`src/design/dhpt_pkg.sv`:
```
// Shared constants, types and register codes for the dual Hall pulse tachometer.
package dhpt_pkg;

	// Default values of the top-level parameters.
	localparam int TIME_WIDTH_DEF      = 32;
	localparam int SPEED_FRAC_BITS_DEF = 2;

	// Fixed field widths.
	localparam int SPEED_W = 18;
	localparam int COUNT_W = 32;
	localparam int MINI_W  = 16;
	localparam int PPW_W   = 8;
	localparam int MAG_W   = 8;
	localparam int TOUT_W  = 32;

	// Largest reported speed, and microseconds in one minute.
	localparam logic [SPEED_W-1:0] SPEED_MAX = 18'd262143;
	localparam int US_PER_MIN_W = 26;
	localparam logic [US_PER_MIN_W-1:0] US_PER_MIN = 26'd60000000;

	// Configuration register indexes (byte address bits [3:2]).
	localparam int REG_IDX_W = 2;
	localparam logic [REG_IDX_W-1:0] REG_MIN_INTERVAL = 2'd0;
	localparam logic [REG_IDX_W-1:0] REG_PULSES_WIN   = 2'd1;
	localparam logic [REG_IDX_W-1:0] REG_MAGNETS      = 2'd2;
	localparam logic [REG_IDX_W-1:0] REG_STALL_TOUT   = 2'd3;

	// Register reset values.
	localparam logic [MINI_W-1:0] MIN_INTERVAL_RST = 16'd1000;
	localparam logic [PPW_W-1:0]  PULSES_WIN_RST   = 8'd4;
	localparam logic [MAG_W-1:0]  MAGNETS_RST      = 8'd1;
	localparam logic [TOUT_W-1:0] STALL_TOUT_RST   = 32'd500000;

	// Configuration seen by every lane.
	typedef struct packed {
		logic [MINI_W-1:0] min_interval;
		logic [PPW_W-1:0]  pulses;
		logic [MAG_W-1:0]  magnets;
		logic [TOUT_W-1:0] timeout;
	} cfg_t;

	// What one lane reports for the current tick.
	typedef struct packed {
		logic [SPEED_W-1:0] speed;
		logic               fresh;
		logic [COUNT_W-1:0] count;
	} lane_res_t;

	// Divider sequencer states.
	typedef enum logic [2:0] {
		DV_IDLE,
		DV_MUL,
		DV_CHK,
		DV_ITER,
		DV_DONE
	} div_state_t;

endpackage

```
`src/design/dhpt_in_if.sv`:
```
// Handshake channel that carries one microsecond tick with its edge flags.
interface dhpt_in_if;
	logic valid;
	logic ready;
	logic edge_left;
	logic edge_right;

	modport source (output valid, output edge_left, output edge_right, input ready);
	modport sink (input valid, input edge_left, input edge_right, output ready);
endinterface

```
`src/design/dhpt_out_if.sv`:
```
// Handshake channel that carries the per-tick speed and count results.
interface dhpt_out_if;
	logic        valid;
	logic        ready;
	logic [17:0] speed_left;
	logic [17:0] speed_right;
	logic        fresh_left;
	logic        fresh_right;
	logic [31:0] count_left;
	logic [31:0] count_right;

	modport source (output valid, output speed_left, output speed_right, output fresh_left,
		output fresh_right, output count_left, output count_right, input ready);
	modport sink (input valid, input speed_left, input speed_right, input fresh_left,
		input fresh_right, input count_left, input count_right, output ready);
endinterface

```
`src/design/dual_hall_pulse_tachometer.sv`:
```
// Top level: APB registers, the two channel lanes and the result merge register.
//
//  channel   dir  handshake       payload
//  tick_in   in   valid/ready     edge_left, edge_right
//  res_out   out  valid/ready     speed_*, fresh_*, count_* (left and right)
//  apb       in   psel/penable    paddr[3:2] selects register, 32-bit data
//
// A tick moves into the result register once both lanes have flagged completion and the
// result register is free or being read. When a window closes on either channel, the lane
// divider steps through its multiply and check setup states, the 18 quotient bits and its
// done state, then the lane registers its completion; a saturated speed skips the bits.
// A new tick is taken once the previous one has moved into the result register, which
// holds while res_out is stalled. Reset (arst_n low) clears all channel state and loads
// register defaults.
module dual_hall_pulse_tachometer #(
	parameter int TIME_WIDTH      = dhpt_pkg::TIME_WIDTH_DEF,
	parameter int SPEED_FRAC_BITS = dhpt_pkg::SPEED_FRAC_BITS_DEF
) (
	input  logic              clk,
	input  logic              arst_n,
	dhpt_in_if.sink           tick_in,
	dhpt_out_if.source        res_out,
	input  logic              psel,
	input  logic              penable,
	input  logic              pwrite,
	input  logic [3:0]        paddr,
	input  logic [31:0]       pwdata,
	output logic [31:0]       prdata,
	output logic              pready
);

	dhpt_pkg::cfg_t      cfg_q;
	dhpt_pkg::lane_res_t res_l;
	dhpt_pkg::lane_res_t res_r;

	logic run_q;
	logic dl_q;
	logic dr_q;
	logic ov_q;
	logic done_l;
	logic done_r;
	logic start;
	logic both_done;
	logic load;
	logic [dhpt_pkg::REG_IDX_W-1:0] reg_idx;

	logic [dhpt_pkg::SPEED_W-1:0] speed_l_q, speed_r_q;
	logic                         fresh_l_q, fresh_r_q;
	logic [dhpt_pkg::COUNT_W-1:0] count_l_q, count_r_q;

	assign reg_idx = paddr[3:2];
	assign pready  = 1'b1;

	// Configuration writes.
	always_ff @(posedge clk or negedge arst_n) begin
		if (!arst_n) begin
			cfg_q.min_interval <= dhpt_pkg::MIN_INTERVAL_RST;
			cfg_q.pulses       <= dhpt_pkg::PULSES_WIN_RST;
			cfg_q.magnets      <= dhpt_pkg::MAGNETS_RST;
			cfg_q.timeout      <= dhpt_pkg::STALL_TOUT_RST;
		end else if (psel && penable && pwrite) begin
			unique case (reg_idx)
				dhpt_pkg::REG_MIN_INTERVAL: cfg_q.min_interval <= pwdata[15:0];
				dhpt_pkg::REG_PULSES_WIN:   cfg_q.pulses       <= pwdata[7:0];
				dhpt_pkg::REG_MAGNETS:      cfg_q.magnets      <= pwdata[7:0];
				dhpt_pkg::REG_STALL_TOUT:   cfg_q.timeout      <= pwdata;
				default: begin
				end
			endcase
		end
	end

	// Register read back.
	always_comb begin
		unique case (reg_idx)
			dhpt_pkg::REG_MIN_INTERVAL: prdata = 32'(cfg_q.min_interval);
			dhpt_pkg::REG_PULSES_WIN:   prdata = 32'(cfg_q.pulses);
			dhpt_pkg::REG_MAGNETS:      prdata = 32'(cfg_q.magnets);
			dhpt_pkg::REG_STALL_TOUT:   prdata = cfg_q.timeout;
			default:                    prdata = '0;
		endcase
	end

	// Input transaction starts both lanes at once.
	assign tick_in.ready = !run_q;
	assign start         = tick_in.valid && !run_q;

	dhpt_lane #(
		.TIME_WIDTH      (TIME_WIDTH),
		.SPEED_FRAC_BITS (SPEED_FRAC_BITS)
	) u_lane_l (
		.clk       (clk),
		.arst_n    (arst_n),
		.start     (start),
		.edge_seen (tick_in.edge_left),
		.cfg       (cfg_q),
		.done      (done_l),
		.res       (res_l)
	);

	dhpt_lane #(
		.TIME_WIDTH      (TIME_WIDTH),
		.SPEED_FRAC_BITS (SPEED_FRAC_BITS)
	) u_lane_r (
		.clk       (clk),
		.arst_n    (arst_n),
		.start     (start),
		.edge_seen (tick_in.edge_right),
		.cfg       (cfg_q),
		.done      (done_r),
		.res       (res_r)
	);

	// Merge: wait for both lanes, then move their results into the output register.
	assign both_done = run_q && (dl_q || done_l) && (dr_q || done_r);
	assign load      = both_done && (!ov_q || res_out.ready);

	always_ff @(posedge clk or negedge arst_n) begin
		if (!arst_n) begin
			run_q <= 1'b0;
			dl_q  <= 1'b0;
			dr_q  <= 1'b0;
			ov_q  <= 1'b0;
		end else begin
			if (start) begin
				run_q <= 1'b1;
			end else if (load) begin
				run_q <= 1'b0;
			end
			if (load || start) begin
				dl_q <= 1'b0;
				dr_q <= 1'b0;
			end else begin
				if (done_l) dl_q <= 1'b1;
				if (done_r) dr_q <= 1'b1;
			end
			if (load) begin
				ov_q <= 1'b1;
			end else if (res_out.ready) begin
				ov_q <= 1'b0;
			end
		end
	end

	always_ff @(posedge clk) begin
		if (load) begin
			speed_l_q <= res_l.speed;
			speed_r_q <= res_r.speed;
			fresh_l_q <= res_l.fresh;
			fresh_r_q <= res_r.fresh;
			count_l_q <= res_l.count;
			count_r_q <= res_r.count;
		end
	end

	assign res_out.valid       = ov_q;
	assign res_out.speed_left  = speed_l_q;
	assign res_out.speed_right = speed_r_q;
	assign res_out.fresh_left  = fresh_l_q;
	assign res_out.fresh_right = fresh_r_q;
	assign res_out.count_left  = count_l_q;
	assign res_out.count_right = count_r_q;

	// A lane reports completion only for a tick in flight.
	a_done_in_run: assert property (@(posedge clk) disable iff (!arst_n)
		(done_l || done_r) |-> run_q)
		else $error("lane completion without a tick in flight");

	// Each lane completes once per tick.
	a_done_once: assert property (@(posedge clk) disable iff (!arst_n)
		!(dl_q && done_l) && !(dr_q && done_r))
		else $error("lane completed twice for one tick");

	// A merge leaves the result valid and no tick in flight.
	a_result_source: assert property (@(posedge clk) disable iff (!arst_n)
		load |=> (ov_q && !run_q))
		else $error("result register not loaded after merge");

endmodule

```
`src/design/dhpt_div.sv`:
```
// Iterative speed divider: 60e6*N*2^F / (dt*M), one quotient bit per cycle, saturated.
module dhpt_div #(
	parameter int TIME_WIDTH      = dhpt_pkg::TIME_WIDTH_DEF,
	parameter int SPEED_FRAC_BITS = dhpt_pkg::SPEED_FRAC_BITS_DEF
) (
	input  logic                          clk,
	input  logic                          arst_n,
	input  logic                          start,
	input  logic [TIME_WIDTH-1:0]         dt,
	input  logic [dhpt_pkg::PPW_W-1:0]    n,
	input  logic [dhpt_pkg::MAG_W-1:0]    m,
	output logic                          done,
	output logic [dhpt_pkg::SPEED_W-1:0]  quot
);

	localparam int QW     = dhpt_pkg::SPEED_W;
	localparam int NUM_W  = dhpt_pkg::US_PER_MIN_W + dhpt_pkg::PPW_W + SPEED_FRAC_BITS;
	localparam int DEN_W  = TIME_WIDTH + dhpt_pkg::MAG_W;
	localparam int CMP_W  = DEN_W + QW;
	localparam int CNT_W  = $clog2(QW);

	dhpt_pkg::div_state_t state_q, state_nxt;

	logic [TIME_WIDTH-1:0]      dt_q;
	logic [dhpt_pkg::PPW_W-1:0] n_q;
	logic [dhpt_pkg::MAG_W-1:0] m_q;
	logic [NUM_W-1:0]           num_q;
	logic [DEN_W-1:0]           den_q;
	logic [NUM_W-1:0]           rem_q;
	logic [CMP_W-1:0]           dsh_q;
	logic [CNT_W-1:0]           cnt_q;
	logic [QW-1:0]              quot_q;
	logic                       sat;
	logic                       ge;

	// Quotient would reach 2^18 or more: report the saturated value.
	assign sat = CMP_W'(num_q) >= (CMP_W'(den_q) << QW);
	// Restoring step: the shifted divisor fits in the remainder.
	assign ge  = CMP_W'(rem_q) >= dsh_q;

	// Next-state logic.
	always_comb begin
		state_nxt = state_q;
		unique case (state_q)
			dhpt_pkg::DV_IDLE: if (start) state_nxt = dhpt_pkg::DV_MUL;
			dhpt_pkg::DV_MUL:  state_nxt = dhpt_pkg::DV_CHK;
			dhpt_pkg::DV_CHK:  state_nxt = sat ? dhpt_pkg::DV_DONE : dhpt_pkg::DV_ITER;
			dhpt_pkg::DV_ITER: if (cnt_q == '0) state_nxt = dhpt_pkg::DV_DONE;
			dhpt_pkg::DV_DONE: state_nxt = dhpt_pkg::DV_IDLE;
			default:           state_nxt = dhpt_pkg::DV_IDLE;
		endcase
	end

	// Output logic.
	always_comb begin
		done = (state_q == dhpt_pkg::DV_DONE);
		quot = quot_q;
	end

	always_ff @(posedge clk or negedge arst_n) begin
		if (!arst_n) begin
			state_q <= dhpt_pkg::DV_IDLE;
		end else begin
			state_q <= state_nxt;
		end
	end

	// Datapath registers, stepped by the sequencer state.
	always_ff @(posedge clk) begin
		case (state_q)
			dhpt_pkg::DV_IDLE: begin
				if (start) begin
					dt_q <= dt;
					n_q  <= n;
					m_q  <= m;
				end
			end
			dhpt_pkg::DV_MUL: begin
				num_q <= (NUM_W'(dhpt_pkg::US_PER_MIN) * NUM_W'(n_q)) << SPEED_FRAC_BITS;
				den_q <= DEN_W'(dt_q) * DEN_W'(m_q);
			end
			dhpt_pkg::DV_CHK: begin
				rem_q  <= num_q;
				dsh_q  <= CMP_W'(den_q) << (QW - 1);
				cnt_q  <= CNT_W'(QW - 1);
				quot_q <= sat ? dhpt_pkg::SPEED_MAX : '0;
			end
			dhpt_pkg::DV_ITER: begin
				if (ge) begin
					rem_q <= rem_q - dsh_q[NUM_W-1:0];
				end
				quot_q <= {quot_q[QW-2:0], ge};
				dsh_q  <= dsh_q >> 1;
				cnt_q  <= cnt_q - 1'b1;
			end
			default: begin
			end
		endcase
	end

endmodule

```
`src/design/dhpt_lane.sv`:
```
// One tachometer channel: debounce, edge count, window timing and its own divider.
module dhpt_lane #(
	parameter int TIME_WIDTH      = dhpt_pkg::TIME_WIDTH_DEF,
	parameter int SPEED_FRAC_BITS = dhpt_pkg::SPEED_FRAC_BITS_DEF
) (
	input  logic                clk,
	input  logic                arst_n,
	input  logic                start,
	input  logic                edge_seen,
	input  dhpt_pkg::cfg_t      cfg,
	output logic                done,
	output dhpt_pkg::lane_res_t res
);

	localparam int CW = (TIME_WIDTH > dhpt_pkg::TOUT_W) ? TIME_WIDTH : dhpt_pkg::TOUT_W;

	logic [TIME_WIDTH-1:0]        since_q;
	logic [TIME_WIDTH-1:0]        wtime_q;
	logic [dhpt_pkg::PPW_W-1:0]   wedges_q;
	logic                         wopen_q;
	logic [dhpt_pkg::COUNT_W-1:0] total_q;
	logic [dhpt_pkg::SPEED_W-1:0] speed_q;
	logic                         fresh_q;
	logic                         done_q;

	logic [TIME_WIDTH-1:0]      since_inc;
	logic [TIME_WIDTH-1:0]      wtime_inc;
	logic [TIME_WIDTH-1:0]      since_new;
	logic [dhpt_pkg::PPW_W-1:0] edges_inc;
	logic [dhpt_pkg::PPW_W-1:0] n_eff;
	logic [dhpt_pkg::MAG_W-1:0] m_eff;
	logic                       acc;
	logic                       close;
	logic                       stall;
	logic                       div_done;
	logic [dhpt_pkg::SPEED_W-1:0] div_quot;

	// Saturating time counters; the window timer runs only while a window is open.
	always_comb begin
		since_inc = (since_q == '1) ? since_q : since_q + 1'b1;
		if (wopen_q) begin
			wtime_inc = (wtime_q == '1) ? wtime_q : wtime_q + 1'b1;
		end else begin
			wtime_inc = wtime_q;
		end
		n_eff     = (cfg.pulses == '0) ? dhpt_pkg::PPW_W'(1) : cfg.pulses;
		m_eff     = (cfg.magnets == '0) ? dhpt_pkg::MAG_W'(1) : cfg.magnets;
		edges_inc = wedges_q + 1'b1;
		acc       = edge_seen && (since_inc >= TIME_WIDTH'(cfg.min_interval));
		close     = acc && wopen_q && (edges_inc >= n_eff);
		since_new = acc ? '0 : since_inc;
		stall     = CW'(since_new) > CW'(cfg.timeout);
	end

	// Tick update of the channel state.
	always_ff @(posedge clk or negedge arst_n) begin
		if (!arst_n) begin
			since_q  <= '0;
			wtime_q  <= '0;
			wedges_q <= '0;
			wopen_q  <= 1'b0;
			total_q  <= '0;
			speed_q  <= '0;
			fresh_q  <= 1'b0;
			done_q   <= 1'b0;
		end else begin
			done_q <= (start && !close) || div_done;
			if (div_done) begin
				speed_q <= div_quot;
			end
			if (start) begin
				since_q <= since_new;
				fresh_q <= close;
				if (acc) begin
					total_q <= total_q + 1'b1;
					if (!wopen_q || close) begin
						wopen_q  <= 1'b1;
						wtime_q  <= '0;
						wedges_q <= '0;
					end else begin
						wedges_q <= edges_inc;
						wtime_q  <= wtime_inc;
					end
				end else begin
					wtime_q <= wtime_inc;
				end
				// A closing window always clears the idle time, so no stall then.
				if (!close && stall) begin
					speed_q <= '0;
				end
			end
		end
	end

	dhpt_div #(
		.TIME_WIDTH      (TIME_WIDTH),
		.SPEED_FRAC_BITS (SPEED_FRAC_BITS)
	) u_div (
		.clk    (clk),
		.arst_n (arst_n),
		.start  (start && close),
		.dt     (wtime_inc),
		.n      (n_eff),
		.m      (m_eff),
		.done   (div_done),
		.quot   (div_quot)
	);

	assign done      = done_q;
	assign res.speed = speed_q;
	assign res.fresh = fresh_q;
	assign res.count = total_q;

endmodule
```
`src/flat_wrapper.sv`:
```
// flat-port wrapper written by rule: the top's interface ports become plain ports
module dual_hall_pulse_tachometer_flat 
#(
	parameter int TIME_WIDTH      = dhpt_pkg::TIME_WIDTH_DEF,
	parameter int SPEED_FRAC_BITS = dhpt_pkg::SPEED_FRAC_BITS_DEF
)
  (clk, arst_n, psel, penable, pwrite, paddr, pwdata, prdata, pready, tick_in_valid, tick_in_edge_left, tick_in_edge_right, tick_in_ready, res_out_valid, res_out_speed_left, res_out_speed_right, res_out_fresh_left, res_out_fresh_right, res_out_count_left, res_out_count_right, res_out_ready);
  dhpt_in_if tick_in_i ();
  dhpt_out_if res_out_i ();
  input  logic clk;
  input  logic arst_n;
  input  logic psel;
  input  logic penable;
  input  logic pwrite;
  input  logic [3:0] paddr;
  input  logic [31:0] pwdata;
  output logic [31:0] prdata;
  output logic pready;
  input wire logic [$bits(tick_in_i.valid)-1:0] tick_in_valid;
  input wire logic [$bits(tick_in_i.edge_left)-1:0] tick_in_edge_left;
  input wire logic [$bits(tick_in_i.edge_right)-1:0] tick_in_edge_right;
  output wire logic [$bits(tick_in_i.ready)-1:0] tick_in_ready;
  output wire logic [$bits(res_out_i.valid)-1:0] res_out_valid;
  output wire logic [$bits(res_out_i.speed_left)-1:0] res_out_speed_left;
  output wire logic [$bits(res_out_i.speed_right)-1:0] res_out_speed_right;
  output wire logic [$bits(res_out_i.fresh_left)-1:0] res_out_fresh_left;
  output wire logic [$bits(res_out_i.fresh_right)-1:0] res_out_fresh_right;
  output wire logic [$bits(res_out_i.count_left)-1:0] res_out_count_left;
  output wire logic [$bits(res_out_i.count_right)-1:0] res_out_count_right;
  input wire logic [$bits(res_out_i.ready)-1:0] res_out_ready;
  assign tick_in_i.valid = tick_in_valid;
  assign tick_in_i.edge_left = tick_in_edge_left;
  assign tick_in_i.edge_right = tick_in_edge_right;
  assign tick_in_ready = tick_in_i.ready;
  assign res_out_valid = res_out_i.valid;
  assign res_out_speed_left = res_out_i.speed_left;
  assign res_out_speed_right = res_out_i.speed_right;
  assign res_out_fresh_left = res_out_i.fresh_left;
  assign res_out_fresh_right = res_out_i.fresh_right;
  assign res_out_count_left = res_out_i.count_left;
  assign res_out_count_right = res_out_i.count_right;
  assign res_out_i.ready = res_out_ready;
  dual_hall_pulse_tachometer #(.TIME_WIDTH(TIME_WIDTH), .SPEED_FRAC_BITS(SPEED_FRAC_BITS)) u_core (.clk(clk), .arst_n(arst_n), .tick_in(tick_in_i), .res_out(res_out_i), .psel(psel), .penable(penable), .pwrite(pwrite), .paddr(paddr), .pwdata(pwdata), .prdata(prdata), .pready(pready));
endmodule
```
`config.mk`:
```
export PLATFORM = sky130hd
export DESIGN_NAME = dual_hall_pulse_tachometer_flat
export DESIGN_NICKNAME = d
export VERILOG_FILES = /design/src/design/dhpt_pkg.sv /design/src/design/dhpt_in_if.sv /design/src/design/dhpt_out_if.sv /design/src/design/dual_hall_pulse_tachometer.sv /design/src/design/dhpt_div.sv /design/src/design/dhpt_lane.sv /design/src/flat_wrapper.sv
export SDC_FILE = /design/constraint.sdc
export NUM_CORES = 2
export LEC_CHECK = 0
export BUFFER_PORTS_ARGS = -buffer_cell sky130_fd_sc_hd__buf_2
export CELL_PAD_IN_SITES_DETAIL_PLACEMENT = 2
export CELL_PAD_IN_SITES_GLOBAL_PLACEMENT = 2
export CORE_MARGIN = 2
export CORE_UTILIZATION = 38
export DETAILED_ROUTE_END_ITERATION = 8
export PLACE_DENSITY_LB_ADDON = 0.1
export SYNTH_ARGS = -nofsm -noshare
export SYNTH_HDL_FRONTEND = slang
export SYNTH_SLANG_ARGS = --single-unit
```
`constraint.sdc`:
```
create_clock -name clk -period 7.8 [get_ports clk]
set_input_delay 1.17 -clock clk [delete_from_list [all_inputs] [get_ports clk]]
set_output_delay 1.17 -clock clk [all_outputs]
set_load 0.03 [all_outputs]
```
==> results.py <==
metrics = {
    "run_status": {
        "outcome": "completed",
    },
    "cts": {
        "htreeDepth": 3,
        "post_cts_buffers": 0,
        "cts_sinks": 886,
        "clock_latency_ns": 0.75,
        "cts_buffers": 107,
        "cts_root_buffer": "clkbuf_16",
        "clockBufferDepth": 3,
        "cts.clk_slew.worst_paths_ns": 0.06,
        "postCtsHoldBufs": 0,
        "cts_resized": 0,
        "cts_tree": "done",
    },
    "die": {
        "dieArea_mm2": 0.1704,
        "start_util": 0.3811,
        "pin_count": 182,
        "core-area_mm2": 0.1667,
        "die_w_um": 412.8,
        "row_count": 150,
        "die_height_um": 412.8,
    },
    "routing": {
        "vias": 46200,
        "dr.pass1.iters": 5,
        "wl_um": 186000,
        "antenna_left": 0,
        "viasPerCell": 5.292,
        "drtIter0Drc": 2199,
        "drc": 0,
        "wl_per_cell_um": 21.31,
    },
    "power_and_ir_drop": {
        "total_power_uw": 19550,
        "p_int_uw": 12200,
        "sw_frac_of_total": 0.3757,
        "p_leak_uw": 0.03244,
        "pwr-share-seq": 0.377,
        "ir_drop_mv": 0.2498,
        "p_per_area_mw_per_mm2": 276.9,
        "pwr-share-comb": 0.352,
        "p_switching_uw": 7344,
        "p_clk_frac": 0.271,
    },
    "grt": {
        "grt_pass1_vias": 52090,
        "grt_pass1_wl_um": 298200,
        "grt.total_usage": 0.2215,
        "grt_antenna_before_repair": 10,
        "overflow": 0,
        "grt_max_degree": 107,
    },
    "timing": {
        "holdWs_ns": 0.4380,
        "timing.final.hold_violations": 0,
        "final-max-slew-violation-count": 0,
        "min_period_ns": 7.277,
        "fin_tns_setup_ns": 0,
        "max_freq_mhz": 137.4,
        "relSlewSlack": 0.2980,
        "worst_slew_pin_slew_ns": 1.026,
        "rsz0062_at_grt": "false",
        "fin_skew_ns": 0.02258,
        "layout_setup_ws_ns": 0.5235,
        "min_period_over_period": 0.9329,
        "setup_viol": 0,
    },
    "place": {
        "gp_congestion": 0.8322,
        "place_inst": 8527,
        "numPortBuffers": 178,
        "hpwl_um": 141100,
        "place_worst_setup_slack_ns": 0.5865,
    },
    "setup_path": {
        "worstPathMaxFanout": 18,
        "path_class": "reg -> reg",
        "cp_slowest_stage_delay_ns": 0.49,
        "crit_path_start_kind": "flip-flop",
        "cp.arrival_ns": 7.93,
        "worst-path-buf-inv": 1,
        "critPathSlowestCell": "dfrtp_1",
        "critical_path.top_delay_family": "simple AND/OR/NAND/NOR gates",
        "cp_common_cell": "o21a_1",
        "worstPathRequired_ns": 8.46,
        "end_kind": "flip-flop",
    },
    "logic_synthesis": {
        "yosys_warnings": 0,
        "synth_flop_cell": "edfxtp_1",
        "synth_seq_cells": 886,
        "synth.cell_area_mm2": 0.06352,
        "avgSynthCellArea_um2": 10.07,
        "seq_area_frac_synth": 0.3936,
        "netlist-cell-type-count": 101,
        "synth-async-reset-ratio": 0.3657,
        "syn_inst": 6309,
        "synth_edf_count": 562,
        "synth_nets": 7244,
    },
    "finish": {
        "drive_above_1_share": 0.08416,
        "nFillCells": 17730,
        "final_cells": 8731,
        "nets": 7367,
        "syn_to_final_growth_pct": 11.12,
    },
    "min_path": {
        "hold_class": "in -> async",
    },
    "flow_run": {
        "drv_cap": 0,
    },
}
-- power by group through the flow --
stage / clock (uW) / sequential (uW) / combinational, uW
after floorplan: 0 / 7400 / 4840
after CTS: 5470 / 7390 / 7030
after global routing: 5630 / 7510 / 7840
after global placement: 0 / 7410 / 6710
final: 5300 / 7370 / 6880
after detailed placement: 0 / 7470 / 6970
-- Yosys cell counts, types with 63 or more instances --
master | n | area, um2
nand2_1 | 966 | 3626
inv_1 | 675 | 2534
edfxtp_1 | 562 | 16880
ha_1 | 478 | 5981
fa_1 | 412 | 8248
nor2_1 | 356 | 1336
dfrtp_1 | 309 | 7732
o21ai_0 | 295 | 1476
and2_1 | 255 | 1595
xnor2_1 | 222 | 1944
a21oi_1 | 197 | 986.0
clkbuf_1 | 178 | 668.1
a21o_1 | 150 | 1126
nand3_1 | 148 | 740.7
xor2_1 | 141 | 1235
nor3_1 | 104 | 520.5
nand4_1 | 90 | 563.0
nor4_1 | 63 | 394.1
-- cell usage in the layout (no fill, tap or decap), types with 46 or more instances in the layout --
| master | synthesis | routed |
|---|---|---|
| nor3_1 | 104 | 101 |
| buf_2 | 20 | 177 |
| nand3_1 | 148 | 148 |
| nor2_1 | 356 | 353 |
| a21o_1 | 150 | 150 |
| nand2_1 | 966 | 962 |
| and3_1 | 56 | 55 |
| ha_1 | 478 | 478 |
| o21ai_0 | 295 | 294 |
| xnor2_1 | 222 | 222 |
| dfrtp_1 | 309 | 309 |
| xor2_1 | 141 | 141 |
| o31ai_1 | 46 | 46 |
| and2_1 | 255 | 253 |
| inv_1 | 675 | 674 |
| edfxtp_1 | 562 | 562 |
| clkbuf_16 | 0 | 108 |
| fa_1 | 412 | 412 |
| buf_4 | 4 | 58 |
| nand4_1 | 90 | 90 |
| nor4_1 | 63 | 62 |
| a21oi_1 | 197 | 196 |
-- flip-flops by register name, indices dropped and copies added (netlist names), 36 cells and up --
name / count
u_core.cfg_q: 64
u_core.u_lane_l.u_div.rem_q: 36
u_core.u_lane_l.u_div.den_q: 40
u_core.u_lane_r.u_div.dsh_q: 57
u_core.u_lane_r.u_div.rem_q: 36
u_core.u_lane_r.u_div.den_q: 40
u_core.u_lane_l.u_div.dsh_q: 57
-- layout make-up --
cell class	count	area, um2	area share
diodes	4	10.01	0.0001418
inverters	675	2535	0.03591
well taps	2204	2758	0.03907
multi-input cells	4523	35180	0.4984
clock inverters	51	729.5	0.01033
clock buffers	149	2977	0.04217
repair buffers	239	1396	0.01978
flip-flops and latches	886	25000	0.3542
-- cells by family (layout without fill, tap and decap cells) --
family	after synthesis	in the layout	synth area share
compound gates	965	965	0.09808
xor+xnor	364	364	0.05031
fa+ha+maj	890	890	0.2240
buf+inv	900	1114	0.05474
flops	886	886	0.3936
mux	60	60	0.01164
other cells	1	5	0.00005904
simple gates	2243	2243	0.1675
-- worst paths after layout --
check,from,endpoint,slack [ns],cells past startpoint
worst max-delay path,u_core.u_lane_l.since_q[20],u_core.u_lane_l.speed_q[4],0.52,27
worst min-delay path,arst_n,u_core.u_lane_l.total_q[19],0.44,1
worst max register to register,u_core.u_lane_l.since_q[20],u_core.u_lane_l.speed_q[4],0.52,27
worst min register to register,u_core.u_lane_l.speed_q[3],u_core.res_out.speed_left[3],0.45,0
max in group asynchronous,arst_n,u_core.cfg_q[8],5.57,3
min in group clk,u_core.u_lane_l.speed_q[3],u_core.res_out.speed_left[3],0.45,0
-- per-stage QoR --
| step | utilization | area (um2) |
|---|---|---|
| 2_1_floorplan | - | 63520 |
| 3_3_place_gp | 0.4012 | 66870 |
| 3_5_place_dp | 0.4012 | 66870 |
| 4_1_cts | 0.4235 | 70570 |
| 5_1_grt | 0.4235 | 70570 |
| 6_report | 0.4235 | 70580 |
-- layer usage --
layer	part of all wire	routed length [um]	global-route usage
met5	0.00023	43	0
met4	0.020	3676	0.04771
met3	0.028	5215	0.03075
met2	0.49	91590	0.3848
met1	0.46	85510	0.2930
-- worst reg2reg max path: stages (launching register included) --
cell and delay (ns):
dfrtp_1 0.49, and4_1 0.26, and3_1 0.25, and4_1 0.35, or3_1 0.43, nor2_1 0.28
nand3_1 0.14, xnor2_1 0.21, ha_1 0.28, a21o_1 0.17, a221oi_1 0.37, o2111ai_1 0.18
nor4b_1 0.35, o211ai_2 0.22, and2_2 0.43, nor2_1 0.19, ha_1 0.26, nor2b_1 0.14
o21a_1 0.16, o21a_1 0.17, o21a_1 0.17, o21a_1 0.17, o2111ai_1 0.29, o211ai_1 0.21
a221o_1 0.40, o2111a_1 0.15, buf_4 0.24, nor2_1 0.23
Power figures use the tool's default switching activity.
